## config.mk

```make
export PLATFORM = sky130hd
export DESIGN_NAME = lpt_match
export DESIGN_NICKNAME = d
export VERILOG_FILES = /design/src/sv/assert_macros.svh /design/src/sv/lpt_pkg.sv /design/src/sv/lpt_match.sv
export SDC_FILE = /design/constraint.sdc
export NUM_CORES = 1
export LEC_CHECK = 0
export BUFFER_PORTS_ARGS = -buffer_cell sky130_fd_sc_hd__buf_2
export CORE_ASPECT_RATIO = 0.6
export CORE_MARGIN = 2
export CORE_UTILIZATION = 43
export DETAILED_ROUTE_END_ITERATION = 7
export PLACE_DENSITY_LB_ADDON = 0.12
export SYNTH_ARGS = -nofsm -noshare
export SYNTH_HDL_FRONTEND = slang
export SYNTH_SLANG_ARGS = --single-unit
```

## constraint.sdc

```tcl
create_clock -name vclk -period 8.49
set_clock_uncertainty 0.1 [all_clocks]
set_input_delay 2.547 -clock vclk [all_inputs]
set_output_delay 2.547 -clock vclk [all_outputs]
set_load 0.02 [all_outputs]
```

## src/sv/assert_macros.svh

```systemverilog
// Assertion macros shared by the prefix table RTL.
`ifndef ASSERT_MACROS_SVH
`define ASSERT_MACROS_SVH

// Check that a property holds on every clock edge outside reset.
`define LPT_ASSERT(lbl, prop, msg) \
	lbl: assert property (@(posedge clk) disable iff (!arst_n) prop) else $error(msg);

// Check that a condition never occurs outside reset.
`define LPT_ASSERT_NEVER(lbl, cond, msg) \
	lbl: assert property (@(posedge clk) disable iff (!arst_n) !(cond)) else $error(msg);

`endif

```

## src/sv/lpt_pkg.sv

```systemverilog
// Shared types, codes and constants of the IPv4 prefix table.
package lpt_pkg;

	localparam int TABLE_ENTRIES_DEF = 256;
	localparam int LENGTH_LEVELS     = 33;
	localparam int ADDR_W            = 32;
	localparam int LEN_W             = 6;

	localparam logic [LEN_W-1:0] MAX_LEN = LEN_W'(LENGTH_LEVELS - 1);

	// Request types
	localparam logic [1:0] REQ_INSERT = 2'd0;
	localparam logic [1:0] REQ_DELETE = 2'd1;
	localparam logic [1:0] REQ_SEARCH = 2'd2;
	localparam logic [1:0] REQ_NOP    = 2'd3;

	// Result status codes
	localparam logic [1:0] STAT_DONE = 2'd0;
	localparam logic [1:0] STAT_FULL = 2'd1;
	localparam logic [1:0] STAT_MISS = 2'd2;

	// One table slot as held in the memory
	typedef struct packed {
		logic             valid;
		logic [LEN_W-1:0] len;
		logic [ADDR_W-1:0] addr;
	} entry_t;

	// Compare unit verdict on one slot
	typedef struct packed {
		logic free;
		logic exact;
		logic covers;
		logic longer;
	} match_t;

endpackage

```

## src/sv/lpt_match.sv

```systemverilog
// Shared compare unit: judges one slot against the current request.
module lpt_match (
	input  lpt_pkg::entry_t              ent,
	input  logic [lpt_pkg::ADDR_W-1:0]   key_addr,
	input  logic [lpt_pkg::LEN_W-1:0]    key_len,
	input  logic                         found,
	input  logic [lpt_pkg::LEN_W-1:0]    best_len,
	output lpt_pkg::match_t              res
);
	import lpt_pkg::*;

	logic [ADDR_W-1:0] mask;

	// Keep the top ent.len bits; a length of zero masks everything out
	assign mask = ~({ADDR_W{1'b1}} >> ent.len);

	always_comb begin
		res.free   = !ent.valid;
		res.exact  = ent.valid && (ent.addr == key_addr) && (ent.len == key_len);
		res.covers = ent.valid && (((ent.addr ^ key_addr) & mask) == '0);
		res.longer = !found || (ent.len > best_len);
	end

endmodule

```

* Word level (Yosys, flattened, before mapping) *
Index checks and enable logic that the tools add are counted.

storage, ports and cells
  flip-flop bits (word level) = 0

cells by class
  shift-type cells = 1
  reduce and logical (&&, ||, !) cells = 7
  bitwise operators = 3
  equality and inequality tests = 2
  $lt $le $gt $ge = 1

operator list
  operator                                                              count
  32-bit AND                                                            1
  32-bit equality test                                                  1
  32-bit zero test                                                      1
  32-bit NOT                                                            1
  32-bit by 6-bit >> shifter with 32-bit output (first input constant)  1
  32-bit XOR                                                            1
  6-bit equality test                                                   1
  6-bit greater-than comparator                                         1
  1-bit logical AND                                                     3
  1-bit zero test                                                       2
  1-bit logical OR                                                      1

* Depth between registers and ports, before layout *
Gate-level depths: netlist (run 1).

  depth after elaboration = 5
  gate-level depth with buffers = 7
  gate-level depth less buffers = 7

* Worst setup path before layout (run 1) *
No wires, ideal clock.

  kind = in2out
  from = input ent[36] (netlist name)
  to = output res[1] (netlist name)
  arrival time = 3.937 ns
  required time = 5.843 ns
  cell stages on the path = 7
  path slack = 1.906 ns
  cell sequence = buf_2 > nor2_2 > a21oi_1 > a2111o_1 > nor3_1 > nand3_1 > nor4b_2

RTL lines
  element             line            source
  start: declaration  lpt_match.sv:3  input lpt_pkg::entry_t ent,
  end: declaration    lpt_match.sv:8  output lpt_pkg::match_t res

==> results of run 1 <==
-- worst max-delay path, delay by kind of cell --
family / cells / cell delay (ps)
AOI/OAI and AO/OA: 4 / 820
buffers and inverters: 2 / 400
and+or+nand+nor: 1 / 60
adders and majority gates: 1 / 290
-- where the power goes --
part	switching, µW	total, µW	internal, µW	leakage, µW
combinational	38.4	75.4	36.9	0.000680
sequential	0	0	0	0
clock	0	0	0	0
total	38.4	75.4	36.9	0.000680
-- worst max-delay path by stage --
| stage | to | slack [ps] | from |
|---|---|---|---|
| after global routing | res[0] | 1570 | ent[34] |
| after CTS | res[0] | 1760 | ent[34] |
| after global placement | res[1] | 1800 | key_addr[7] |
| final | res[0] | 1730 | ent[34] |
| after detailed placement | res[0] | 1770 | ent[34] |
| after floorplan | res[1] | 1910 | ent[36] |
-- final cells by class --
class | count | share of cell area
Timing Repair Buffer | 88 | 0.310
Inverter | 12 | 0.0317
Multi-Input combinational cell | 125 | 0.632
Tap cell | 30 | 0.0264
-- synthesized netlist by cell type, types with 3 or more instances --
master   instances  area, µm²
xnor2_1         33        289
a21oi_1          9       45.0
xor2_1           5       43.8
nand3_1          6       30.0
ha_1             6       75.1
buf_2            3       15.0
nor3_1           5       25.0
nor4_1           3       18.8
o21ai_0          8       40.0
nand2_1          6       22.5
inv_1           10       37.5
o21ai_1          4       20.0
nand4_1          7       43.8
a21o_1           3       22.5
nor2_1           8       30.0
-- cell families (layout without fill, tap and decap cells) --
kind of cell / count (synthesis) / count (layout) / synth area share
fa+ha+maj: 7 / 7 / 0.0861
xor+xnor: 38 / 38 / 0.337
simple gates: 43 / 43 / 0.243
compound gates: 37 / 37 / 0.243
buf+inv: 18 / 100 / 0.0911
-- per-stage QoR --
step / instances / util / hold WS (ps) / power, µW / worst slack, ps
after CTS: 255 / 0.657 / 5250 / 74.5 / 1760
after floorplan: 143 / - / 5080 / 44.1 / 1910
after detailed placement: 255 / 0.657 / 5250 / 74.0 / 1770
final: 255 / 0.657 / 5250 / 75.4 / 1730
after global routing: 255 / 0.657 / 5270 / 83.3 / 1570
after global placement: 255 / 0.657 / 5250 / 72.9 / 1800
-- metal layers --
metal | share of wire | GRT usage | wire length (µm) | up-vias
li1 | - | - | - | 681
met1 | 0.49 | 0.350 | 1640 | 581
met2 | 0.40 | 0.399 | 1340 | 85
met3 | 0.11 | 0.0220 | 352 | 2
met4 | 0.0045 | 0.0104 | 15 | 0
met5 | 0 | 0 | 0 | -
==> flow_metrics.env, run 1 <==
export IMPL_status="completed"
export IMPL_hp_start="found"
export IMPL_crit_slowest_cell="a221oi_1"
export IMPL_ir_drop_v=0.0000289
export IMPL_end_kind="output port"
export IMPL_drc=0
export IMPL_cts_resized=0
export IMPL_p_leak_uw=0.000680
export IMPL_rsz0062_at_grt="no"
export IMPL_layout_nets=317
export IMPL_worst_pin_slew_ps=350
export IMPL_setup_viol=0
export IMPL_n_sequential_cell=0
export IMPL_dr_pass1_iters=4
export IMPL_ys_warn_count=0
export IMPL_layout_min_cycle_time_ps=6760
export IMPL_start_util=0.457
export IMPL_area_growth_pct=43.8
export IMPL_post_cts_setup_buffers=0
export IMPL_die_x_um=65.9
export IMPL_p_per_area_nw_per_um2=53.0
export IMPL_wl_per_cell_um=13.1
export IMPL_ios=88
export IMPL_drive_gt1_frac=0.422
export IMPL_min_to="res[0]"
export IMPL_seq_area_frac_synth=0
export IMPL_slew_viol_final=0
export IMPL_antenna_left=0
export IMPL_grt_pass1_wl_um=4990
export IMPL_avgViaCountPerCell=5.29
export IMPL_grt_pass1_vias=1095
export IMPL_die_area_um2=2710
export IMPL_core_area_um2=2160
export IMPL_multi_input_area_um2=898
export IMPL_nFillCells=207
export IMPL_routed_wirelength_um=3350
export IMPL_synth_fp_nets=233
export IMPL_synth_area_um2=988
export IMPL_portBuffers=88
export IMPL_gp_congestion=0.894
export IMPL_dpl_cell_area_um2=1420
export IMPL_vias=1349
export IMPL_grt_max_degree=14
export IMPL_dp_hpwl_um=2870
export IMPL_n_antenna_cell=0
export IMPL_setup_worst_path_start_class="input pin"
export IMPL_hold_depth=3
export IMPL_max_freq_mhz=148
export IMPL_fp_dieH_um=41.1
export IMPL_netlist_instances=143
export IMPL_crit_chain="buf_2, ha_1, a21o_1, a221oi_1, o21ai_0, o21ai_0, nand2_1, buf_2"
export IMPL_critPathRequiredTime_ps=5840
export IMPL_layout_commonest_cell="buf_2"
export IMPL_hold_viol=0
export IMPL_ctsHoldBuffers=0
export IMPL_mostFrequentLayoutCells="buf_2 (88), xnor2_1 (33), inv_1 (10), a21oi_1 (9)"
export IMPL_finalCritPeriodShare=0.797
export IMPL_design_area_um2=1420
export IMPL_antenna_found_initial=0
export IMPL_rows=13
export IMPL_drv_cap=0
export IMPL_max_slew_margin=0.767
export IMPL_cp_arrival_ps=4120
export IMPL_n_clock_buffer=0
export IMPL_worstHoldPathType="in -> out"
export IMPL_drtIter0Drc=71
export IMPL_register_area_um2=0
export IMPL_synthDistinctLibCells=38
export IMPL_crit_fanout=13
export IMPL_grt_usage=0.238
export IMPL_avgSynthCellArea_um2=6.91
export IMPL_tns_ps=0
export IMPL_crit_type="in -> out"
export IMPL_cpPeakStageDelay_ps=380
export IMPL_gr_total_overflow=0
No activity file was read; power rests on OpenSTA's default activity.
==> run 2: changes to the inputs <==
--- a/config.mk
+++ b/config.mk
@@ -8,7 +8,7 @@
 export BUFFER_PORTS_ARGS = -buffer_cell sky130_fd_sc_hd__buf_2
 export CORE_ASPECT_RATIO = 0.6
 export CORE_MARGIN = 2
-export CORE_UTILIZATION = 43
+export CORE_UTILIZATION = 36
 export DETAILED_ROUTE_END_ITERATION = 7
 export PLACE_DENSITY_LB_ADDON = 0.12
 export SYNTH_ARGS = -nofsm -noshare
==> constraint.sdc (replaced) <==
create_clock -name vclk -period 5.8
set_clock_uncertainty 0.1 [all_clocks]
set_input_delay 1.74 -clock vclk [all_inputs]
set_output_delay 1.74 -clock vclk [all_outputs]
set_load 0.02 [all_outputs]
==> flow_metrics.env, run 2 (synthesized netlist as in run 1, its figures left out) <==
export IMPL_dpl_cell_area_um2=1420
export IMPL_grt_usage=0.188
export IMPL_layout_commonest_cell="buf_2"
export IMPL_dr_pass1_iters=4
export IMPL_setup_viol=0
export IMPL_worst_pin_slew_ps=361
export IMPL_slew_viol_final=0
export IMPL_critPathRequiredTime_ps=3960
export IMPL_rsz0062_at_grt="no"
export IMPL_layout_min_cycle_time_ps=5120
export IMPL_n_sequential_cell=0
export IMPL_end_kind="output port"
export IMPL_routed_wirelength_um=3230
export IMPL_die_area_um2=3190
export IMPL_utilization=0.557
export IMPL_max_freq_mhz=195
export IMPL_start_util=0.386
export IMPL_max_slew_margin=0.758
export IMPL_design_area_um2=1420
export IMPL_ctsHoldBuffers=0
export IMPL_n_antenna_cell=0
export IMPL_core_area_um2=2560
export IMPL_gr_total_overflow=0
export IMPL_cp_arrival_ps=3280
export IMPL_drv_cap=0
export IMPL_p_leak_uw=0.000680
export IMPL_ir_drop_v=0.0000280
export IMPL_hold_viol=0
export IMPL_fin_cells=257
export IMPL_drc=0
export IMPL_portBuffers=88
export IMPL_drive_gt1_frac=0.422
export IMPL_dp_hpwl_um=2830
export IMPL_cts_resized=0
export IMPL_vias=1323
export IMPL_grt_pass1_vias=1228
export IMPL_n_clock_buffer=0
export IMPL_critPathCapture="res[2]"
export IMPL_crit_start="key_addr[10]"
export IMPL_wl_per_cell_um=12.6
export IMPL_fp_dieH_um=44.6
export IMPL_worstHoldPathType="in -> out"
export IMPL_grt_max_degree=14
export IMPL_mostFrequentLayoutCells="buf_2 (88), xnor2_1 (33), inv_1 (10), a21oi_1 (9)"
export IMPL_crit_type="in -> out"
export IMPL_setup_worst_path_start_class="input pin"
export IMPL_avgViaCountPerCell=5.15
export IMPL_antenna_found_initial=0
export IMPL_place_inst=257
export IMPL_layout_nets=317
export IMPL_post_cts_setup_buffers=0
export IMPL_area_growth_pct=44.1
export IMPL_antenna_left=0
export IMPL_drtIter0Drc=56
export IMPL_status="completed"
export IMPL_finalCritPeriodShare=0.884
export IMPL_gp_congestion=0.814
export IMPL_register_area_um2=0
export IMPL_rows=14
export IMPL_ios=88
export IMPL_p_per_area_nw_per_um2=76.3
export IMPL_tns_ps=0
export IMPL_die_x_um=71.6
export IMPL_grt_pass1_wl_um=4950
export IMPL_crit_fanout=3
-- run 2: critical path, stage by stage --
cell and delay (ps):
buf_2 100, xnor2_1 320, nand4_1 190, nor4_1 400, nand3_1 130, nor4_1 180
buf_2 210
-- run 2: worst min path at each step --
stage             from     end  slack [ps]  cells after the start
4_1_cts          found  res[0]        3640                      3
6_report         found  res[0]        3640                      3
5_1_grt          found  res[0]        3640                      3
2_1_floorplan  ent[38]  res[3]        3460                      1
3_5_place_dp     found  res[0]        3640                      3
3_3_place_gp     found  res[0]        3630                      3
-- run 2: power breakdown --
group	switching (µW)	leakage, µW	internal (µW)
combinational	54.5	0.000680	54.1
clock	0	0	0
sequential	0	0	0
total	54.5	0.000680	54.1
-- run 2: layout make-up --
class | count | area, µm²
fillers | 265 | 1130
inverters | 12 | 45.0
multi-input cells | 125 | 898
well taps | 32 | 40.0
repair buffers | 88 | 440
-- run 2: stage by stage --
stage	hold WS (ps)	setup slack [ps]	total power [µW]
final	3640	675	109
after global routing	3640	584	120
after CTS	3640	685	109
after detailed placement	3640	696	108
after global placement	3630	673	106
after floorplan	3460	830	64.6
-- run 2: per-layer routing --
metal | global-route usage | vias to the layer above | routed length [µm]
met5 | 0 | - | 0
met4 | 0.0226 | 0 | 0
met3 | 0.00456 | 0 | 248
met2 | 0.348 | 63 | 1470
met1 | 0.256 | 580 | 1510
li1 | - | 680 | -
